<file path="config.mk">
export PLATFORM = sky130hd
export DESIGN_NAME = ptk_cell
export DESIGN_NICKNAME = d
export VERILOG_FILES = /design/src/hdl/ptk_pkg.sv /design/src/hdl/ptk_cell.sv
export SDC_FILE = /design/constraint.sdc
export NUM_CORES = 1
export LEC_CHECK = 0
export BUFFER_PORTS_ARGS = -buffer_cell sky130_fd_sc_hd__buf_2
export CAP_MARGIN = 20
export CORE_MARGIN = 3
export CORE_UTILIZATION = 49
export CTS_CLUSTER_DIAMETER = 30
export CTS_CLUSTER_SIZE = 28
export DETAILED_ROUTE_END_ITERATION = 10
export PLACE_DENSITY = 0.81
export SYNTH_ARGS = -nofsm -noshare
export SYNTH_HDL_FRONTEND = slang
export SYNTH_SLANG_ARGS = --single-unit
</file>
<file path="constraint.sdc">
create_clock -name clk -period 3.37 [get_ports clk]
set_input_delay 1.011 -clock clk [delete_from_list [all_inputs] [get_ports clk]]
set_output_delay 1.011 -clock clk [all_outputs]
set_load 0.01 [all_outputs]
</file>
<file path="src/hdl/ptk_pkg.sv">
// Shared types and constants of the peak top-k selector.
`default_nettype none

package ptk_pkg;

    // Field widths fixed by the item format
    localparam int VAL_W = 31;
    localparam int SEL_W = 6;

    typedef logic [VAL_W-1:0] value_t;
    typedef logic [SEL_W-1:0] sel_t;

    // Commands from the sequencer to every cell of the chain
    typedef struct packed {
        logic clear;
        logic shift_dn;
        logic shift_up;
    } ptk_ctrl_t;

    // What the sequencer sees of the chain
    typedef struct packed {
        value_t head_value;
        value_t tail_value;
        logic   tail_valid;
        logic   landed;
    } ptk_stat_t;

endpackage

`default_nettype wire

</file>
<file path="src/hdl/ptk_cell.sv">
// One cell of the sorted peak chain: holds one entry and passes a carry on.
`default_nettype none

module ptk_cell import ptk_pkg::*;
(
    input  wire logic      clk,
    input  wire logic      rst_n,
    input  wire ptk_ctrl_t ctrl,
    input  wire logic      in_vld,
    input  wire value_t    in_val,
    input  wire logic      prev_vld,
    input  wire value_t    prev_val,
    input  wire logic      next_vld,
    input  wire value_t    next_val,
    output logic           valid,
    output value_t         value,
    output logic           carry_vld,
    output value_t         carry_val,
    output logic           land
);

    logic   valid_reg, valid_next;
    value_t value_reg, value_next;
    logic   cvld_reg, cvld_next;
    value_t cval_reg, cval_next;

    // Clear, shift, or insert, drop duplicate, swap or pass the carried value
    always_comb
    begin
        valid_next = valid_reg;
        value_next = value_reg;
        cvld_next  = 1'b0;
        cval_next  = cval_reg;
        land       = 1'b0;
        priority if (ctrl.clear)
        begin
            valid_next = 1'b0;
        end
        else if (ctrl.shift_dn)
        begin
            valid_next = next_vld;
            value_next = next_val;
        end
        else if (ctrl.shift_up)
        begin
            valid_next = prev_vld;
            value_next = prev_val;
        end
        else if (in_vld)
        begin
            priority if (!valid_reg)
            begin
                valid_next = 1'b1;
                value_next = in_val;
                land       = 1'b1;
            end
            else if (in_val == value_reg)
            begin
                cvld_next = 1'b0;
            end
            else if (in_val > value_reg)
            begin
                value_next = in_val;
                cval_next  = value_reg;
                cvld_next  = 1'b1;
            end
            else
            begin
                cval_next = in_val;
                cvld_next = 1'b1;
            end
        end
        else
        begin
            // Hold the entry, nothing to carry
            cvld_next = 1'b0;
        end
    end

    // Hold control bits under reset
    always_ff @(posedge clk or negedge rst_n)
    begin
        if (!rst_n)
        begin
            valid_reg <= 1'b0;
            cvld_reg  <= 1'b0;
        end
        else
        begin
            valid_reg <= valid_next;
            cvld_reg  <= cvld_next;
        end
    end

    // Advance payload
    always_ff @(posedge clk)
    begin
        value_reg <= value_next;
        cval_reg  <= cval_next;
    end

    assign valid     = valid_reg;
    assign value     = value_reg;
    assign carry_vld = cvld_reg;
    assign carry_val = cval_reg;

endmodule

`default_nettype wire

</file>
==> load_flow_metrics.sql, run 1 <==
INSERT INTO impl_metrics (metric_group, metric, value, unit) VALUES
('critical_path', 'cp.buffers_inverters', '2', ''),
('run_status', 'run_status', 'finished, final reports clean', ''),
('global_route', 'grt_pass1_vias', '3064', ''),
('pwr', 'max_vdd_drop', '0.1834', 'mV'),
('detailed_routing', 'drcViolationCount', '0', ''),
('sta', 'final_period_utilization', '88.08', '%'),
('synth', 'synth.ff_latch_count', '64', ''),
('pwr', 'total_power', '0.002213', 'W'),
('sta', 'grt_setup_unrepaired', 'false', ''),
('cts', 'clock_sinks', '64', ''),
('synth', 'postSynthAreaPerCell', '12.01', 'um^2'),
('flow_run', 'cap_viol_max_count', '0', ''),
('critical_path', 'cp_slowest_cell', 'nor4_4', ''),
('critical_path', 'critPathCaptureType', 'register', ''),
('global_route', 'grt_start_max_net_pins', '40', ''),
('synth', 'seq_area_frac_synth', '48.66', '%'),
('floorplan', 'die_height', '95.54', 'um'),
('final_layout', 'antennaDiodeCount', '0', ''),
('global_route', 'track_usage', '21.78', '%'),
('detailed_routing', 'detail_route.iter0.violations', '79', ''),
('critical_path', 'timing.critical_path.arrival', '3.06', 'ns'),
('critical_path', 'worst_path_largest_cell_delay', '0.37', 'ns'),
('sta', 'achievable-frequency', '0.3369', 'GHz'),
('cts', 'ctsResizeCount', '0', ''),
('place', 'globalplace.congestion', '0.7567', ''),
('cts', 'tritoncts', 'yes', ''),
('cts', 'tritoncts.num_buffers', '9', ''),
('critical_path', 'timing_worst_setup_path_type', 'input port to register', ''),
('worst_hold_path', 'min-delay-path-class', 'input port to async pin', ''),
('cts', 'clk-insertion-delay-late', '0.34', 'ns'),
('final_layout', 'final_net_count', '632', ''),
('final_layout', 'layout_area_growth_over_synthesis', '30.86', '%'),
('synth', 'post_synth_edffs', '62', ''),
('cts', 'ctsRootBufferMaster', 'clkbuf_8', ''),
('synth', 'synth.cell_area', '3929', 'um^2'),
('sta', 'timing_hold_violations_final', '0', ''),
('global_route', 'globalRoute.busiestLayer', 'met2', ''),
('critical_path', 'worstPathRequired', '3.46', 'ns'),
('cts', 'clock_tree_buf_depth', '2', ''),
('sta', 'slew-limit-headroom', '57.45', '%'),
('floorplan', 'fp.dieW', '95.54', 'um'),
('sta', 'period_minus_slack', '2.968', 'ns'),
('cts', 'clkTransAtPathRegs', '0.06', 'ns'),
('floorplan', 'placeableCoreArea', '7767', 'um^2'),
('detailed_routing', 'detail_route.vias_per_cell', '5.188', ''),
('global_route', 'globalRouteOverflowTotal', '0', ''),
('place', 'post_place_cells', '590', ''),
('sta', 'final.setup_skew', '0.006541', 'ns'),
('floorplan', 'die_area', '9128', 'um^2'),
('final_layout', 'final-instance-count-excl-fill', '607', ''),
('synth', 'synth_top_cells_by_count', 'edfxtp_1 (62), inv_1 (35), nand2_1 (35)', ''),
('floorplan', 'start_util', '50.58', '%'),
('detailed_routing', 'routed_wire_length_per_instance', '16.34', 'um'),
('cts', 'cts_setup_buffers', '0', ''),
('synth', 'synth_flop_cell', 'edfxtp_1', ''),
('critical_path', 'critical_path.cell_chain', 'buf_2 > ha_1 > nand4_1 > nor4_4 > o21ai_1 > a31oi_4 > buf_4 > mux2_4', ''),
('global_route', 'gr-usage-met3', '4.420', '%'),
('critical_path', 'worst-path-max-fanout', '8', ''),
('detailed_routing', 'route.vias.total', '3149', ''),
('global_route', 'antenna_found_initial', '0', ''),
('synth', 'async_flop_share', '3.125', '%'),
('place', 'place.detailed.hpwl', '7602', 'um'),
('sta', 'max_slew.worst_pin.slew', '0.6382', 'ns'),
('detailed_routing', 'drt_wl_total', '9917', 'um'),
('cts', 'clock_tree.htree_level_count', '3', ''),
('pwr', 'p_per_area', '430.5', 'nW/um^2'),
('synth', 'synthTopCellsByArea', 'edfxtp_1 (47%), mux2_4 (11%), ha_1 (9.9%)', ''),
('synth', 'synth_top_area_share', '47.39', '%'),
('critical_path', 'worstSetupStartpointType', 'input port', ''),
('final_layout', 'share_of_cells_above_drive_strength_1', '44.75', '%'),
('global_route', 'groute.layer.met2.usage', '37.64', '%');
## logic make-up after synthesis
group	after synthesis	share of synthesized area [%]
multiplexers	62	19.55
AND/OR/NAND/NOR	58	6.911
flip-flops	64	48.66
buffers and inverters	49	5.255
adder cells (fa/ha/maj)	31	9.873
AO/OA/AOI/OAI	63	9.745
## through the flow
stage	hold WS [ns]	cell area [um^2]	setup WS, ns
6_report	0.4455	5141	0.4019
3_3_place_gp	0.5860	4935	0.1462
5_1_grt	0.4327	5141	0.2532
4_1_cts	0.4345	5114	0.4016
3_5_place_dp	0.5883	4935	0.04712
2_1_floorplan	0.6480	3935	0.008800
## report_power, final
part | switching (W) | internal [W]
registers | 0.0000364 | 0.000952
logic | 0.000288 | 0.000310
clock network | 0.000293 | 0.000335
## layer usage
metal | routed length, um | up-vias
li1 | - | 1546
met2 | 5039 | 126
met1 | 3965 | 1457
met3 | 679 | 20
met5 | 0 | -
met4 | 232 | 0
## layout by cell type, fill, tap and decap left out
master / n
dfrtp_1: 2
ha_1: 31
nand3_1: 5
clkbuf_1: 2
nor4_1: 1
nor4_4: 1
nor3_1: 1
buf_16: 1
nand4_2: 1
a211oi_1: 1
bufinv_16: 1
buf_4: 7
o21ai_0: 34
o221ai_1: 1
clkinv_2: 2
nand4_1: 6
a31oi_1: 1
a2111oi_2: 2
a21o_1: 6
nand2_1: 35
a21oi_1: 12
mux2i_1: 31
buf_12: 3
nor2b_1: 1
o22ai_1: 1
o21ai_1: 1
nor2_1: 7
buf_2: 165
mux2_2: 2
inv_1: 35
o21a_1: 1
edfxtp_1: 62
a31oi_4: 2
clkbuf_8: 9
a31o_2: 1
mux2_4: 29
clkinv_1: 2
## path summary, 6_finish.rpt
check | from | endpoint | cells after the start
max reg2reg | value[18] | carry_val[1] | 8
min reg2reg | value[20] | carry_val[20] | 1
max in group asynchronous | rst_n | carry_vld | 1
max | in_val[18] | carry_val[1] | 8
min | rst_n | valid | 1
min in group clk | value[20] | carry_val[20] | 1
## cell type report
cell class | instances | area [um^2]
Clock inverter | 5 | 47.55
Inverter | 35 | 131.4
Multi-Input combinational cell | 214 | 1826
Timing Repair Buffer | 176 | 965.9
Clock buffer | 11 | 131.4
Sequential cell | 64 | 1912
Fill cell | 620 | 2626
Tap cell | 102 | 127.6
Power figures use the tool's default switching activity.
==> run 2: changes to the inputs <==
--- a/config.mk
+++ b/config.mk
@@ -8,11 +8,11 @@
 export BUFFER_PORTS_ARGS = -buffer_cell sky130_fd_sc_hd__buf_2
 export CAP_MARGIN = 20
 export CORE_MARGIN = 3
-export CORE_UTILIZATION = 49
+export CORE_UTILIZATION = 45
 export CTS_CLUSTER_DIAMETER = 30
 export CTS_CLUSTER_SIZE = 28
 export DETAILED_ROUTE_END_ITERATION = 10
-export PLACE_DENSITY = 0.81
+export PLACE_DENSITY = 0.75
 export SYNTH_ARGS = -nofsm -noshare
 export SYNTH_HDL_FRONTEND = slang
 export SYNTH_SLANG_ARGS = --single-unit
==> load_flow_metrics.sql, run 2 (synthesis results as in run 1) <==
INSERT INTO impl_metrics (metric_group, metric, value, unit) VALUES
('sta', 'slew_violations', '0', ''),
('pwr', 'power.sequential.fraction', '43.1', '%'),
('floorplan', 'start_util', '47.10', '%'),
('final_layout', 'layout.cells.most_common_list', 'buf_2 (165), edfxtp_1 (62), inv_1 (35), nand2_1 (35), o21ai_0 (34)', ''),
('critical_path', 'reg2reg_depth', '8', ''),
('critical_path', 'critical_path.cell_chain', 'buf_2 > ha_1 > nand4_1 > nor4_4 > o21ai_1 > a31oi_4 > buf_12 > mux2_2', ''),
('final_layout', 'final_design_area_no_fill', '5165', 'um^2'),
('pwr', 'power.leakage', '2.512', 'nW'),
('cts', 'clock_tree_buf_depth', '2', ''),
('cts', 'clock_tree.htree_level_count', '3', ''),
('final_layout', 'share_of_cells_above_drive_strength_1', '45.15', '%'),
('floorplan', 'num_rows', '33', ''),
('critical_path', 'worstSetupStartpointType', 'input port', ''),
('critical_path', 'worst-path-max-fanout', '16', ''),
('critical_path', 'critPathCaptureType', 'register', ''),
('critical_path', 'timing.critical_path.arrival', '3.10', 'ns'),
('cts', 'ctsRootBufferMaster', 'clkbuf_8', ''),
('cts', 'clk-insertion-delay-late', '0.34', 'ns'),
('sta', 'achievable-frequency', '0.3328', 'GHz'),
('detailed_routing', 'detailedRoute.firstPassIterationCount', '4', ''),
('detailed_routing', 'route.vias.total', '3136', ''),
('global_route', 'track_usage', '19.53', '%'),
('sta', 'final.setup_skew', '0.01409', 'ns'),
('sta', 'final_critical_path_setup_slack', '0.3651', 'ns'),
('critical_path', 'worst_path_largest_cell_delay', '0.39', 'ns'),
('place', 'post_place_setup_slack', '-0.02522', 'ns'),
('floorplan', 'fp.dieW', '99.44', 'um'),
('global_route', 'globalRouteOverflowTotal', '0', ''),
('cts', 'cts_setup_buffers', '0', ''),
('critical_path', 'cp.buffers_inverters', '2', ''),
('cts', 'ctsHoldBuffers', '0', ''),
('flow_run', 'cap_viol_max_count', '0', ''),
('critical_path', 'crit_family', 'simple AND/OR/NAND/NOR gates', ''),
('detailed_routing', 'routed_wire_length_per_instance', '15.85', 'um'),
('floorplan', 'die_height', '99.44', 'um'),
('final_layout', 'layout.cells.most_common', 'buf_2', ''),
('final_layout', 'filler_instances', '672', ''),
('sta', 'period_minus_slack', '3.005', 'ns'),
('pwr', 'p_clk_share', '31.2', '%'),
('cts', 'tritoncts.num_buffers', '9', ''),
('final_layout', 'final_net_count', '632', ''),
('global_route', 'grt_start_max_net_pins', '65', ''),
('sta', 'timing_hold_violations_final', '0', ''),
('pwr', 'total_power', '0.002292', 'W'),
('worst_hold_path', 'min-delay-path-class', 'input port to async pin', ''),
('place', 'area_after_dpl', '4926', 'um^2'),
('global_route', 'antenna_found_initial', '0', ''),
('critical_path', 'worstPathRequired', '3.47', 'ns'),
('global_route', 'grt_pass1_vias', '3166', ''),
('final_layout', 'final-seq-area', '1912', 'um^2'),
('pwr', 'p_per_area', '443.8', 'nW/um^2'),
('pwr', 'comb_power_share', '25.7', '%'),
('detailed_routing', 'detail_route.vias_per_cell', '5.141', ''),
('detailed_routing', 'drcViolationCount', '0', ''),
('cts', 'clock_sinks', '64', ''),
('critical_path', 'regToRegSetupSlack', '0.73', 'ns'),
('cts', 'tritoncts', 'yes', ''),
('final_layout', 'multiInputGateArea', '1826', 'um^2'),
('pwr', 'max_vdd_drop', '0.2323', 'mV'),
('pwr', 'p_int', '0.001672', 'W'),
('pwr', 'switchingPower', '0.0006201', 'W'),
('critical_path', 'critical_path_depth', '8', ''),
('critical_path', 'timing_worst_setup_path_type', 'input port to register', ''),
('sta', 'max_slew.worst_pin.slew', '0.6043', 'ns'),
('sta', 'slew-limit-headroom', '59.72', '%'),
('critical_path', 'cp_slowest_cell', 'nor4_4', ''),
('pwr', 'switching_share', '27.05', '%'),
('critical_path', 'critical_path.startpoint', 'in_val[18]', ''),
('floorplan', 'placeableCoreArea', '8341', 'um^2'),
('sta', 'final_period_utilization', '89.17', '%'),
('cts', 'clkTransAtPathRegs', '0.07', 'ns'),
('floorplan', 'io_pins', '166', ''),
('critical_path', 'crit-reg2reg-launch', 'value[18]', ''),
('critical_path', 'reg2reg_to', 'carry_val[30]', ''),
('sta', 'grt_setup_unrepaired', 'false', ''),
('final_layout', 'layout_area_growth_over_synthesis', '31.46', '%'),
('final_layout', 'antennaDiodeCount', '0', ''),
('global_route', 'grt_first_pass_wirelength', '15030', 'um'),
('critical_path', 'destination_of_the_critical_timing_path', 'carry_val[30]', ''),
('detailed_routing', 'detail_route.iter0.violations', '87', ''),
('sta', 'timing.final.setup_violations', '0', ''),
('place', 'place.detailed.hpwl', '7484', 'um'),
('floorplan', 'die_area', '9887', 'um^2'),
('run_status', 'run_status', 'finished, final reports clean', ''),
('detailed_routing', 'drt_wl_total', '9669', 'um'),
('cts', 'ctsResizeCount', '0', ''),
('place', 'place.port_buffers', '165', ''),
('detailed_routing', 'antenna_violating_nets_post_route', '0', ''),
('place', 'globalplace.congestion', '0.7602', '');
run 2: how the worst min path moves through the flow:
stage	to	cells after the start	start	slack, ns
floorplan	carry_val[30]	1	value[30]	0.65
global placement	carry_val[24]	1	value[24]	0.59
detailed placement	carry_val[21]	1	value[21]	0.59
CTS	carry_vld	1	rst_n	0.44
global route	carry_vld	1	rst_n	0.44
finish	carry_vld	1	rst_n	0.45
run 2: metrics by stage:
stage,hold WS (ns),util [%],TNS [ns],instances
floorplan,0.6480,-,0,327
global placement,0.5856,59.06,0,593
detailed placement,0.5932,59.06,-0.03464,593
CTS,0.4401,61.60,0,609
global route,0.4377,61.93,0,610
finish,0.4502,61.93,0,610
run 2: area by class of cell:
class / instances / area share (%)
tap: 105 / 2.544
clock buffer: 10 / 2.471
sequential: 64 / 37.02
clock inverter: 6 / 1.623
timing repair buffer: 176 / 18.46
inverter: 35 / 2.544
multi-input combinational: 214 / 35.34
run 2: routing by layer:
| layer | global-route usage [%] | part of all wire, % | vias to the layer above |
|---|---|---|---|
| met5 | 0 | 0 | - |
| met4 | 7.038 | 2.3 | 0 |
| met3 | 5.189 | 7.3 | 17 |
| met2 | 35.12 | 50 | 128 |
| met1 | 22.22 | 40 | 1447 |
| li1 | - | - | 1544 |
run 2: power groups by stage:
| stage | Combinational [W] | Clock (W) | Sequential (W) |
|---|---|---|---|
| final | 0.000590 | 0.000716 | 0.000987 |
| after global routing | 0.000653 | 0.000761 | 0.000994 |
| after global placement | 0.000571 | 0 | 0.00100 |
| after CTS | 0.000597 | 0.000730 | 0.000987 |
| after floorplan | 0.000368 | 0 | 0.00102 |
| after detailed placement | 0.000593 | 0 | 0.00100 |
