File: src/hdl/ptk_pkg.sv
// Shared types and constants of the peak top-k selector.
`default_nettype none

package ptk_pkg;

    // Field widths fixed by the item format
    localparam int VAL_W = 31;
    localparam int SEL_W = 6;

    typedef logic [VAL_W-1:0] value_t;
    typedef logic [SEL_W-1:0] sel_t;

    // Commands from the sequencer to every cell of the chain
    typedef struct packed {
        logic clear;
        logic shift_dn;
        logic shift_up;
    } ptk_ctrl_t;

    // What the sequencer sees of the chain
    typedef struct packed {
        value_t head_value;
        value_t tail_value;
        logic   tail_valid;
        logic   landed;
    } ptk_stat_t;

endpackage

`default_nettype wire

File: src/hdl/ptk_if.sv
// Channel interfaces of the peak top-k selector: samples, results and setup.
`default_nettype none

interface ptk_in_if import ptk_pkg::*; ();
    logic   valid;
    logic   ready;
    value_t sample_value;
    logic   last_sample;

    modport source (output valid, sample_value, last_sample, input ready);
    modport sink (input valid, sample_value, last_sample, output ready);
endinterface

interface ptk_out_if import ptk_pkg::*; ();
    logic   valid;
    logic   ready;
    value_t peak_value;
    logic   no_peaks;
    logic   last_of_run;

    modport source (output valid, peak_value, no_peaks, last_of_run, input ready);
    modport sink (input valid, peak_value, no_peaks, last_of_run, output ready);
endinterface

interface ptk_cfg_if import ptk_pkg::*; ();
    logic valid;
    logic ready;
    sel_t select_count;

    modport source (output valid, select_count, input ready);
    modport sink (input valid, select_count, output ready);
endinterface

`default_nettype wire

File: src/hdl/ptk_seq.sv
// Sequencer: peak detection, chain control, report and result register.
`default_nettype none

module ptk_seq import ptk_pkg::*;
#(
    parameter int MAX_K = 32
)
(
    input  wire logic      clk,
    input  wire logic      rst_n,
    ptk_in_if.sink         samples,
    ptk_out_if.source      peaks,
    ptk_cfg_if.sink        cfg,
    input  wire ptk_stat_t stat,
    output ptk_ctrl_t      ctrl,
    output logic           ins_vld,
    output value_t         ins_val
);

    localparam int CW = $clog2(MAX_K + 1);
    localparam int XW = (CW > SEL_W) ? CW : SEL_W;

    localparam logic [2:0] S_IDLE    = 3'd0;
    localparam logic [2:0] S_FINAL   = 3'd1;
    localparam logic [2:0] S_DRAIN   = 3'd2;
    localparam logic [2:0] S_ALIGN   = 3'd3;
    localparam logic [2:0] S_EMIT_DN = 3'd4;
    localparam logic [2:0] S_EMIT_UP = 3'd5;
    localparam logic [2:0] S_NOPEAK  = 3'd6;
    localparam logic [2:0] S_CLEAR   = 3'd7;

    logic [2:0]    state_reg, state_next;
    value_t        older_reg, older_next;
    value_t        newer_reg, newer_next;
    value_t        fin_val_reg, fin_val_next;
    logic          fin_pk_reg, fin_pk_next;
    logic [CW-1:0] cnt_reg, cnt_next;
    logic [CW-1:0] drain_reg, drain_next;
    logic [CW-1:0] rem_reg, rem_next;
    sel_t          sel_reg;
    logic          out_vld_reg, out_vld_next;
    value_t        out_val_reg, out_val_next;
    logic          out_np_reg, out_np_next;
    logic          out_last_reg, out_last_next;

    logic          slot_free;
    logic          accept;
    logic [XW-1:0] sel_x;
    logic [XW-1:0] k_x;
    logic [CW-1:0] k_c;

    // Clamp the requested count to the chain length
    assign sel_x = XW'(sel_reg);
    assign k_x   = (sel_x > XW'(MAX_K)) ? XW'(MAX_K) : sel_x;
    assign k_c   = CW'(k_x);

    assign slot_free     = !out_vld_reg || peaks.ready;
    assign samples.ready = (state_reg == S_IDLE);
    assign accept        = samples.valid && samples.ready;
    assign cfg.ready     = 1'b1;

    // Next-state and datapath control
    always_comb
    begin
        state_next    = state_reg;
        older_next    = older_reg;
        newer_next    = newer_reg;
        fin_val_next  = fin_val_reg;
        fin_pk_next   = fin_pk_reg;
        cnt_next      = cnt_reg + CW'(stat.landed);
        drain_next    = drain_reg;
        rem_next      = rem_reg;
        out_vld_next  = out_vld_reg && !peaks.ready;
        out_val_next  = out_val_reg;
        out_np_next   = out_np_reg;
        out_last_next = out_last_reg;
        ctrl          = '0;
        ins_vld       = 1'b0;
        ins_val       = newer_reg;
        unique case (state_reg)
            S_IDLE:
            begin
                if (accept)
                begin
                    ins_vld    = (older_reg < newer_reg) && (newer_reg > samples.sample_value);
                    older_next = newer_reg;
                    newer_next = samples.sample_value;
                    if (samples.last_sample)
                    begin
                        // Final sample faces zero on its right
                        fin_val_next = samples.sample_value;
                        fin_pk_next  = newer_reg < samples.sample_value;
                        older_next   = '0;
                        newer_next   = '0;
                        state_next   = S_FINAL;
                    end
                end
            end
            S_FINAL:
            begin
                ins_vld    = fin_pk_reg;
                ins_val    = fin_val_reg;
                drain_next = CW'(MAX_K);
                state_next = S_DRAIN;
            end
            S_DRAIN:
            begin
                if (drain_reg != '0)
                begin
                    drain_next = drain_reg - CW'(1);
                end
                else if (cnt_reg == '0)
                begin
                    state_next = S_NOPEAK;
                end
                else if (cnt_reg >= k_c)
                begin
                    rem_next   = k_c;
                    state_next = (k_c == '0) ? S_CLEAR : S_EMIT_DN;
                end
                else
                begin
                    rem_next   = cnt_reg;
                    state_next = S_ALIGN;
                end
            end
            S_ALIGN:
            begin
                // Push entries to the tail so the smallest sits in the last cell
                if (stat.tail_valid)
                begin
                    state_next = S_EMIT_UP;
                end
                else
                begin
                    ctrl.shift_up = 1'b1;
                end
            end
            S_EMIT_DN, S_EMIT_UP:
            begin
                if (slot_free)
                begin
                    out_vld_next  = 1'b1;
                    out_val_next  = (state_reg == S_EMIT_DN) ? stat.head_value
                                                             : stat.tail_value;
                    out_np_next   = 1'b0;
                    out_last_next = (rem_reg == CW'(1));
                    ctrl.shift_dn = (state_reg == S_EMIT_DN);
                    ctrl.shift_up = (state_reg == S_EMIT_UP);
                    rem_next      = rem_reg - CW'(1);
                    if (rem_reg == CW'(1))
                    begin
                        state_next = S_CLEAR;
                    end
                end
            end
            S_NOPEAK:
            begin
                if (slot_free)
                begin
                    out_vld_next  = 1'b1;
                    out_val_next  = '0;
                    out_np_next   = 1'b1;
                    out_last_next = 1'b1;
                    state_next    = S_CLEAR;
                end
            end
            S_CLEAR:
            begin
                ctrl.clear = 1'b1;
                cnt_next   = '0;
                state_next = S_IDLE;
            end
            default:
            begin
                state_next = S_IDLE;
            end
        endcase
    end

    // Hold control state
    always_ff @(posedge clk or negedge rst_n)
    begin
        if (!rst_n)
        begin
            state_reg   <= S_IDLE;
            older_reg   <= '0;
            newer_reg   <= '0;
            cnt_reg     <= '0;
            drain_reg   <= '0;
            rem_reg     <= '0;
            fin_pk_reg  <= 1'b0;
            sel_reg     <= SEL_W'(1);
            out_vld_reg <= 1'b0;
        end
        else
        begin
            state_reg   <= state_next;
            older_reg   <= older_next;
            newer_reg   <= newer_next;
            cnt_reg     <= cnt_next;
            drain_reg   <= drain_next;
            rem_reg     <= rem_next;
            fin_pk_reg  <= fin_pk_next;
            out_vld_reg <= out_vld_next;
            if (cfg.valid)
            begin
                sel_reg <= cfg.select_count;
            end
        end
    end

    // Advance payload
    always_ff @(posedge clk)
    begin
        fin_val_reg  <= fin_val_next;
        out_val_reg  <= out_val_next;
        out_np_reg   <= out_np_next;
        out_last_reg <= out_last_next;
    end

    assign peaks.valid       = out_vld_reg;
    assign peaks.peak_value  = out_val_reg;
    assign peaks.no_peaks    = out_np_reg;
    assign peaks.last_of_run = out_last_reg;

endmodule

`default_nettype wire

File: src/flat_wrapper.sv
// flat-port wrapper written by rule: the top's interface ports become plain ports
module ptk_seq_flat import ptk_pkg::*;
#(
    parameter int MAX_K = 32
)
  (clk, rst_n, stat, ctrl, ins_vld, ins_val, samples_valid, samples_sample_value, samples_last_sample, samples_ready, peaks_valid, peaks_peak_value, peaks_no_peaks, peaks_last_of_run, peaks_ready, cfg_valid, cfg_select_count, cfg_ready);
  ptk_in_if samples_i ();
  ptk_out_if peaks_i ();
  ptk_cfg_if cfg_i ();
  input  wire logic clk;
  input  wire logic rst_n;
  input  wire ptk_stat_t stat;
  output ptk_ctrl_t ctrl;
  output logic ins_vld;
  output value_t ins_val;
  input wire logic [$bits(samples_i.valid)-1:0] samples_valid;
  input wire logic [$bits(samples_i.sample_value)-1:0] samples_sample_value;
  input wire logic [$bits(samples_i.last_sample)-1:0] samples_last_sample;
  output wire logic [$bits(samples_i.ready)-1:0] samples_ready;
  output wire logic [$bits(peaks_i.valid)-1:0] peaks_valid;
  output wire logic [$bits(peaks_i.peak_value)-1:0] peaks_peak_value;
  output wire logic [$bits(peaks_i.no_peaks)-1:0] peaks_no_peaks;
  output wire logic [$bits(peaks_i.last_of_run)-1:0] peaks_last_of_run;
  input wire logic [$bits(peaks_i.ready)-1:0] peaks_ready;
  input wire logic [$bits(cfg_i.valid)-1:0] cfg_valid;
  input wire logic [$bits(cfg_i.select_count)-1:0] cfg_select_count;
  output wire logic [$bits(cfg_i.ready)-1:0] cfg_ready;
  assign samples_i.valid = samples_valid;
  assign samples_i.sample_value = samples_sample_value;
  assign samples_i.last_sample = samples_last_sample;
  assign samples_ready = samples_i.ready;
  assign peaks_valid = peaks_i.valid;
  assign peaks_peak_value = peaks_i.peak_value;
  assign peaks_no_peaks = peaks_i.no_peaks;
  assign peaks_last_of_run = peaks_i.last_of_run;
  assign peaks_i.ready = peaks_ready;
  assign cfg_i.valid = cfg_valid;
  assign cfg_i.select_count = cfg_select_count;
  assign cfg_ready = cfg_i.ready;
  ptk_seq #(.MAX_K(MAX_K)) u_core (.clk(clk), .rst_n(rst_n), .samples(samples_i), .peaks(peaks_i), .cfg(cfg_i), .stat(stat), .ctrl(ctrl), .ins_vld(ins_vld), .ins_val(ins_val));
endmodule
File: config.mk
export PLATFORM = sky130hd
export DESIGN_NAME = ptk_seq_flat
export DESIGN_NICKNAME = d
export VERILOG_FILES = /design/src/hdl/ptk_pkg.sv /design/src/hdl/ptk_if.sv /design/src/hdl/ptk_seq.sv /design/src/flat_wrapper.sv
export SDC_FILE = /design/constraint.sdc
export NUM_CORES = 1
export LEC_CHECK = 0
export BUFFER_PORTS_ARGS = -buffer_cell sky130_fd_sc_hd__buf_2
export CAP_MARGIN = 0
export CORE_MARGIN = 2
export CORE_UTILIZATION = 35
export CTS_CLUSTER_DIAMETER = 200
export DETAILED_ROUTE_END_ITERATION = 10
export MAX_ROUTING_LAYER = met4
export REMOVE_ABC_BUFFERS = 1
export SLEW_MARGIN = 20
export SYNTH_ARGS = -nofsm -noshare
export SYNTH_HDL_FRONTEND = slang
export SYNTH_SLANG_ARGS = --single-unit
File: constraint.sdc
create_clock -name clk -period 3.4 [get_ports clk]
set_input_delay 0 -clock clk [delete_from_list [all_inputs] [get_ports clk]]
set_output_delay 0 -clock clk [all_outputs]
set_load 0.02 [all_outputs]
==> impl_metrics.csv, run 1 <==
group,metric,value,unit
status,status,"finished clean",
timing,rsz0062_at_grt,"false",
placement,routabilityCongestion,0.798,
timing,final.min_clock_period,2710,ps
clock_tree,cts_tree,"built",
worst_setup_path,worstSetupStartpoint,"u_core.newer_reg[10]",
timing,fin_tns_setup,0,ps
synthesis,synthXorXnorAreaFrac,0.00837,
synthesis,synth_warnings,0,
floorplanning,die_y,159,µm
worst_setup_path,arrival,2710,ps
placement,port_buffers,176,
synthesis,synthAdderAreaFrac,0.109,
cells_and_area,area_growth,35.4,%
global_route,grt_max_degree,123,
worst_setup_path,endpoint_kind,"primary output",
synthesis,syn-cell-area,8370,µm²
global_route,gr-total-overflow,0,
drt,first_iter_violations,378,
placement,placed_area,9590,µm²
clock_tree,ctsHoldBuffers,110,
global_route,grt_pass1_wl,33400,µm
synthesis,syn_inst,855,
drt,dr.pass1.iters,5,
global_route,antenna_found_initial,1,
timing,skew,7.72,ps
global_route,first_global_vias,6730,
timing,max_slew_margin,0.350,
drt,viasPerCell,4.81,
timing,min_period_over_period,0.796,
worst_setup_path,path_max_fanout,4,
clock_tree,cts_made_buffers,17,
synthesis,synth-compound-area-share,0.158,
synthesis,synth_seq_cells,155,
drt,drt-wirelength-per-cell,14.5,µm
drt,drt-total-wl,21100,µm
clock_tree,cts_root_buffer,"clkbuf_16",
clock_tree,clk_path_buf_depth,2,
worst_setup_path,r2r_slack,810,ps
floorplanning,die_w,159,µm
worst_setup_path,path_class,"flop to primary output",
worst_setup_path,critPathCapture,"ins_vld",
cells_and_area,drive_gt1_frac,0.216,
clock_tree,clkSinkCount,155,
pwr,powerDensity,780,nW/µm²
clock_tree,post-cts-setup-buffers,0,
floorplanning,ios,178,
cells_and_area,final_net_count,1308,
pwr,p_leak,5.22,nW
pwr,max-vdd-ir-drop,0.000319,V
synthesis,synth_simple_gate_area_share,0.147,
worst_setup_path,r2r-end,"u_core.peaks.peak_value[2]",
floorplanning,core_area,23500,µm²
timing,slew_viol_final,0,
floorplanning,rows,56,
worst_setup_path,cp-start-kind,"flop",
synthesis,synth_most_common_cell,"nand2_1",
cells_and_area,final_cells,1461,
synthesis,synthTopCellsByArea,"dfrtp_1, edfxtp_1, ha_1, nand2_1, o31ai_1",
clock_tree,htreeDepth,4,
clock_tree,clock_latency,430,ps
synthesis,synth-edff-count,64,
synthesis,seq_area_frac_synth,0.502,
worst_setup_path,worstPathRequired,3400,ps
timing,fmax,369,MHz
cells_and_area,final_area,11300,µm²
pwr,p_total,0.00884,W
placement,dp_hpwl,14200,µm
floorplanning,dieArea,25200,µm²
timing,setup_viol,0,
synthesis,ys.flop_type,"dfrtp_1",
clock_tree,path_clk_slew,70,ps
global_route,grt.total_usage,0.175,
synthesis,yosysTopAreaCellShare,0.269,
timing,worst_pin_slew,974,ps
placement,dpl.cell_count,1318,
synthesis,synth_top_family_by_area,"compound AO/OA/AOI/OAI gates",
drt,antenna_left,0,
synthesis,avgSynthCellArea,9.79,µm²
synthesis,muxShareOfSynthArea,0.0197,
synthesis,synth.largest_area_cell,"dfrtp_1",
drt,drc,0,
worst_hold_path,hold_class,"input port to flop",
job,maxCapViolCount,0,
synthesis,yosys-top-cells-count,"nand2_1, dfrtp_1, inv_1",
worst_setup_path,timing.rr.start,"u_core.state_reg[1]",
timing,hold_violations,0,
synthesis,synth.distinct_cells,53,
synthesis,synthArstFlopShare,0.587,
worst_setup_path,ff2ff_path_depth,6,
drt,num_vias,7028,
clock_tree,cts.repair.resized,0,
floorplanning,start_util,0.357,
==> layout make-up <==
cell class / count / area, µm²
Clock inverter: 11 / 154
Multi-Input combinational cell: 581 / 3730
Clock buffer: 21 / 483
Antenna cell: 1 / 2.50
Tap cell: 319 / 399
Fill cell: 2130 / 12100
Sequential cell: 155 / 4200
Inverter: 76 / 285
Timing Repair Buffer: 297 / 2070
==> stage by stage <==
step	worst slack, ps	utilization	hold slack (ps)
floorplan	-1830	-	-296
global placement	1090	0.408	192
detailed placement	1080	0.408	194
CTS	667	0.482	31.3
global route	576	0.483	91.5
finish	693	0.483	38.5
==> critical path, stage by stage (launching register included) <==
cell and delay [ps]:
dfrtp_1 370, inv_1 90, ha_1 340, a211o_1 270, a31oi_1 140, a211oi_1 110, a211oi_1 290, a211oi_1 140
o31ai_1 300, buf_2 230
==> per-layer routing <==
layer | global-route usage | share of wire | up-vias
li1 | - | - | 3565
met1 | 0.213 | 0.45 | 3271
met2 | 0.297 | 0.48 | 174
met3 | 0.0338 | 0.051 | 18
met4 | 0.0489 | 0.012 | 0
met5 | - | 0 | -
==> placed cells by master (no fill, tap or decap), drive strengths merged, types with 18 or more instances in the layout <==
master       Yosys  layout
dfrtp           90      90
a21oi           57      57
ha              73      73
buf             12     187
dlygate4sd3      0     110
clkbuf          31      21
nand3           18      18
o21ai           46      46
inv             76      80
nor2            27      27
nand2          190     190
o31ai           64      64
edfxtp          64      64
==> how the worst min path moves through the flow <==
stage / slack [ps] / cells after the start / start / endpoint
5_1_grt: 90 / 3 / peaks_ready / u_core.peaks.last_of_run
2_1_floorplan: -300 / 0 / rst_n / u_core.cnt_reg[0]
6_report: 40 / 3 / peaks_ready / u_core.peaks.last_of_run
3_5_place_dp: 190 / 1 / samples_sample_value[19] / u_core.fin_val_reg[19]
4_1_cts: 30 / 3 / peaks_ready / u_core.peaks.last_of_run
3_3_place_gp: 190 / 1 / samples_sample_value[13] / u_core.fin_val_reg[13]
==> power breakdown <==
part | internal, W | switching [W]
Combinational | 0.00153 | 0.00226
Sequential | 0.00258 | 0.000395
Clock | 0.00126 | 0.000812
==> kinds of logic after synthesis <==
| kind of cell | count (synthesis) |
|---|---|
| compound gates | 203 |
| fa+ha+maj | 73 |
| flops | 155 |
| other cells | 1 |
| simple gates | 281 |
| xor+xnor | 8 |
| mux | 15 |
| buf+inv | 119 |
No activity file was read; power rests on OpenSTA's default activity.
==> run 2: changes to the inputs <==
==> constraint.sdc (replaced) <==
create_clock -name clk -period 2.3 [get_ports clk]
set_input_delay 0 -clock clk [delete_from_list [all_inputs] [get_ports clk]]
set_output_delay 0 -clock clk [all_outputs]
set_load 0.02 [all_outputs]
==> impl_metrics.csv, run 2 (synthesis results as in run 1) <==
group,metric,value,unit
clock_tree,htreeDepth,4,
floorplanning,rows,56,
placement,place_ws,7.62,ps
placement,routabilityCongestion,0.813,
worst_setup_path,timing.rr.start,"u_core.sel_reg[0]",
worst_setup_path,r2r-end,"u_core.rem_reg[3]",
worst_setup_path,cp_cell_sequence,"ha_1 -> a21o_1 -> a221o_1 -> a221oi_2 -> o21ai_1 -> a21oi_1 -> o31ai_1 -> buf_4",
timing,skew,7.67,ps
timing,slew_viol_final,0,
floorplanning,dieArea,25200,µm²
timing,fmax,418,MHz
global_route,grt.total_usage,0.173,
clock_tree,cts_tree,"built",
pwr,powerDensity,1180,nW/µm²
clock_tree,cts_made_buffers,17,
cells_and_area,final_net_count,1323,
drt,antenna_left,0,
worst_setup_path,arrival,2390,ps
floorplanning,die_y,159,µm
clock_tree,clk_path_buf_depth,2,
status,violations,"negative setup slack",
cells_and_area,final_common_cell,"nand2_1",
timing,setup_viol,1,
worst_setup_path,path_max_fanout,3,
clock_tree,clkSinkCount,155,
pwr,p_total,0.0138,W
clock_tree,cts_root_buffer,"clkbuf_16",
timing,post-route-worst-setup-slack,-90.4,ps
worst_setup_path,r2r_slack,100,ps
timing,fin_hold_ws,16.8,ps
drt,drc,0,
worst_setup_path,worstPathRequired,2300,ps
worst_hold_path,min-delay-start,"samples_last_sample",
worst_setup_path,endpoint_kind,"primary output",
floorplanning,core_area,23500,µm²
drt,viasPerCell,4.82,
drt,dr.pass1.iters,5,
drt,drt-total-wl,21700,µm
timing,min_period_over_period,1.04,
worst_hold_path,holdPathEnd,"u_core.newer_reg[0]",
global_route,grt_pass1_wl,33300,µm
placement,dpl.cell_count,1326,
drt,first_iter_violations,355,
pwr,max-vdd-ir-drop,0.000540,V
status,status,"complete, but fails checks",
floorplanning,start_util,0.357,
global_route,antenna_found_initial,1,
placement,dp_hpwl,14300,µm
worst_setup_path,ff2ff_path_depth,8,
pwr,p_leak,5.34,nW
drt,num_vias,7108,
global_route,first_global_vias,6904,
drt,drt-wirelength-per-cell,14.7,µm
cells_and_area,drive_gt1_frac,0.244,
cells_and_area,final_cells,1476,
timing,max_slew_margin,0.527,
worst_hold_path,holdPathStages,3,
worst_setup_path,path_class,"flop to primary output",
timing,fin_tns_setup,-90.4,ps
worst_hold_path,hold_class,"input port to flop",
worst_setup_path,cp_slowest_stage_delay,400,ps
worst_setup_path,cp-start-kind,"flop",
cells_and_area,area_growth,39.1,%
timing,final.min_clock_period,2390,ps
timing,hold_violations,0,
placement,port_buffers,176,
clock_tree,path_clk_slew,60,ps
floorplanning,die_w,159,µm
timing,rsz0062_at_grt,"true",
worst_setup_path,crit_slowest_cell,"dfrtp_1",
floorplanning,ios,178,
timing,worst_pin_slew,709,ps
job,maxCapViolCount,0,
cells_and_area,layout_common_cells,"nand2_1, buf_2, dlygate4sd3_1, dfrtp_1, inv_1",
global_route,gr-total-overflow,0,
global_route,grt_max_degree,123,
clock_tree,clock_latency,420,ps
[run 2: cell count changes in the layout (fill, tap and decap cells not counted), moves of 3 or more]
| cell | previous run | this run |
|---|---|---|
| buf_4 | 11 | 21 |
| a221oi_1 | 6 | 2 |
| a221oi_2 | 1 | 5 |
| buf_12 | 0 | 3 |
| inv_1 | 76 | 73 |
| inv_2 | 0 | 3 |
[run 2: critical path, delay by kind of cell, from the launching register on]
kind	cells	cell delay, ps
DFF	1	400
buffers and inverters	1	170
adders and majority gates	1	320
AOI/OAI and AO/OA	6	1090
[run 2: worst max path at each step]
stage                               startpoint                 to  cells past startpoint
after floorplan            u_core.state_reg[1]  u_core.fin_pk_reg                      4
after global placement       u_core.sel_reg[0]  u_core.rem_reg[2]                      8
after detailed placement     u_core.sel_reg[0]  u_core.rem_reg[2]                      8
after CTS                 u_core.newer_reg[10]            ins_vld                      9
after global routing      u_core.newer_reg[30]            ins_vld                      8
final                     u_core.newer_reg[24]            ins_vld                      8
[run 2: repair_timing]
action | in CTS | in global routing
resized for setup | 18 | 12
hold buffers | 109 | 0
cloned | 0 | 2
setup endpoints to repair | 5 | 13
pin swaps | 8 | 3
buffers inserted | 3 | 3
endpoints found under the hold margin | 142 | 0
[run 2: layout make-up]
type / count / area, µm²
Clock buffer: 23 / 532
Timing Repair Buffer: 311 / 2240
Multi-Input combinational cell: 582 / 3860
Fill cell: 2114 / 11800
Inverter: 76 / 285
Clock inverter: 9 / 120
Sequential cell: 155 / 4200
Antenna cell: 1 / 2.50
Tap cell: 319 / 399
[run 2: through the flow]
| step | utilization | instance area, µm² |
|---|---|---|
| 2_1_floorplan | - | 8190 |
| 3_3_place_gp | 0.413 | 9700 |
| 3_5_place_dp | 0.413 | 9700 |
| 4_1_cts | 0.492 | 11500 |
| 5_1_grt | 0.496 | 11600 |
| 6_report | 0.496 | 11600 |
[run 2: per-layer routing]
metal  GRT usage  vias up  part of all wire
li1            -     3592                 -
met1       0.204     3312              0.45
met2       0.298      183              0.48
met3      0.0359       21             0.054
met4      0.0549        0             0.013
met5           -        -                 0
[run 2: where the power goes]
group / switching (W) / internal [W]
clock network: 0.00119 / 0.00187
registers: 0.000538 / 0.00384
logic: 0.00373 / 0.00259
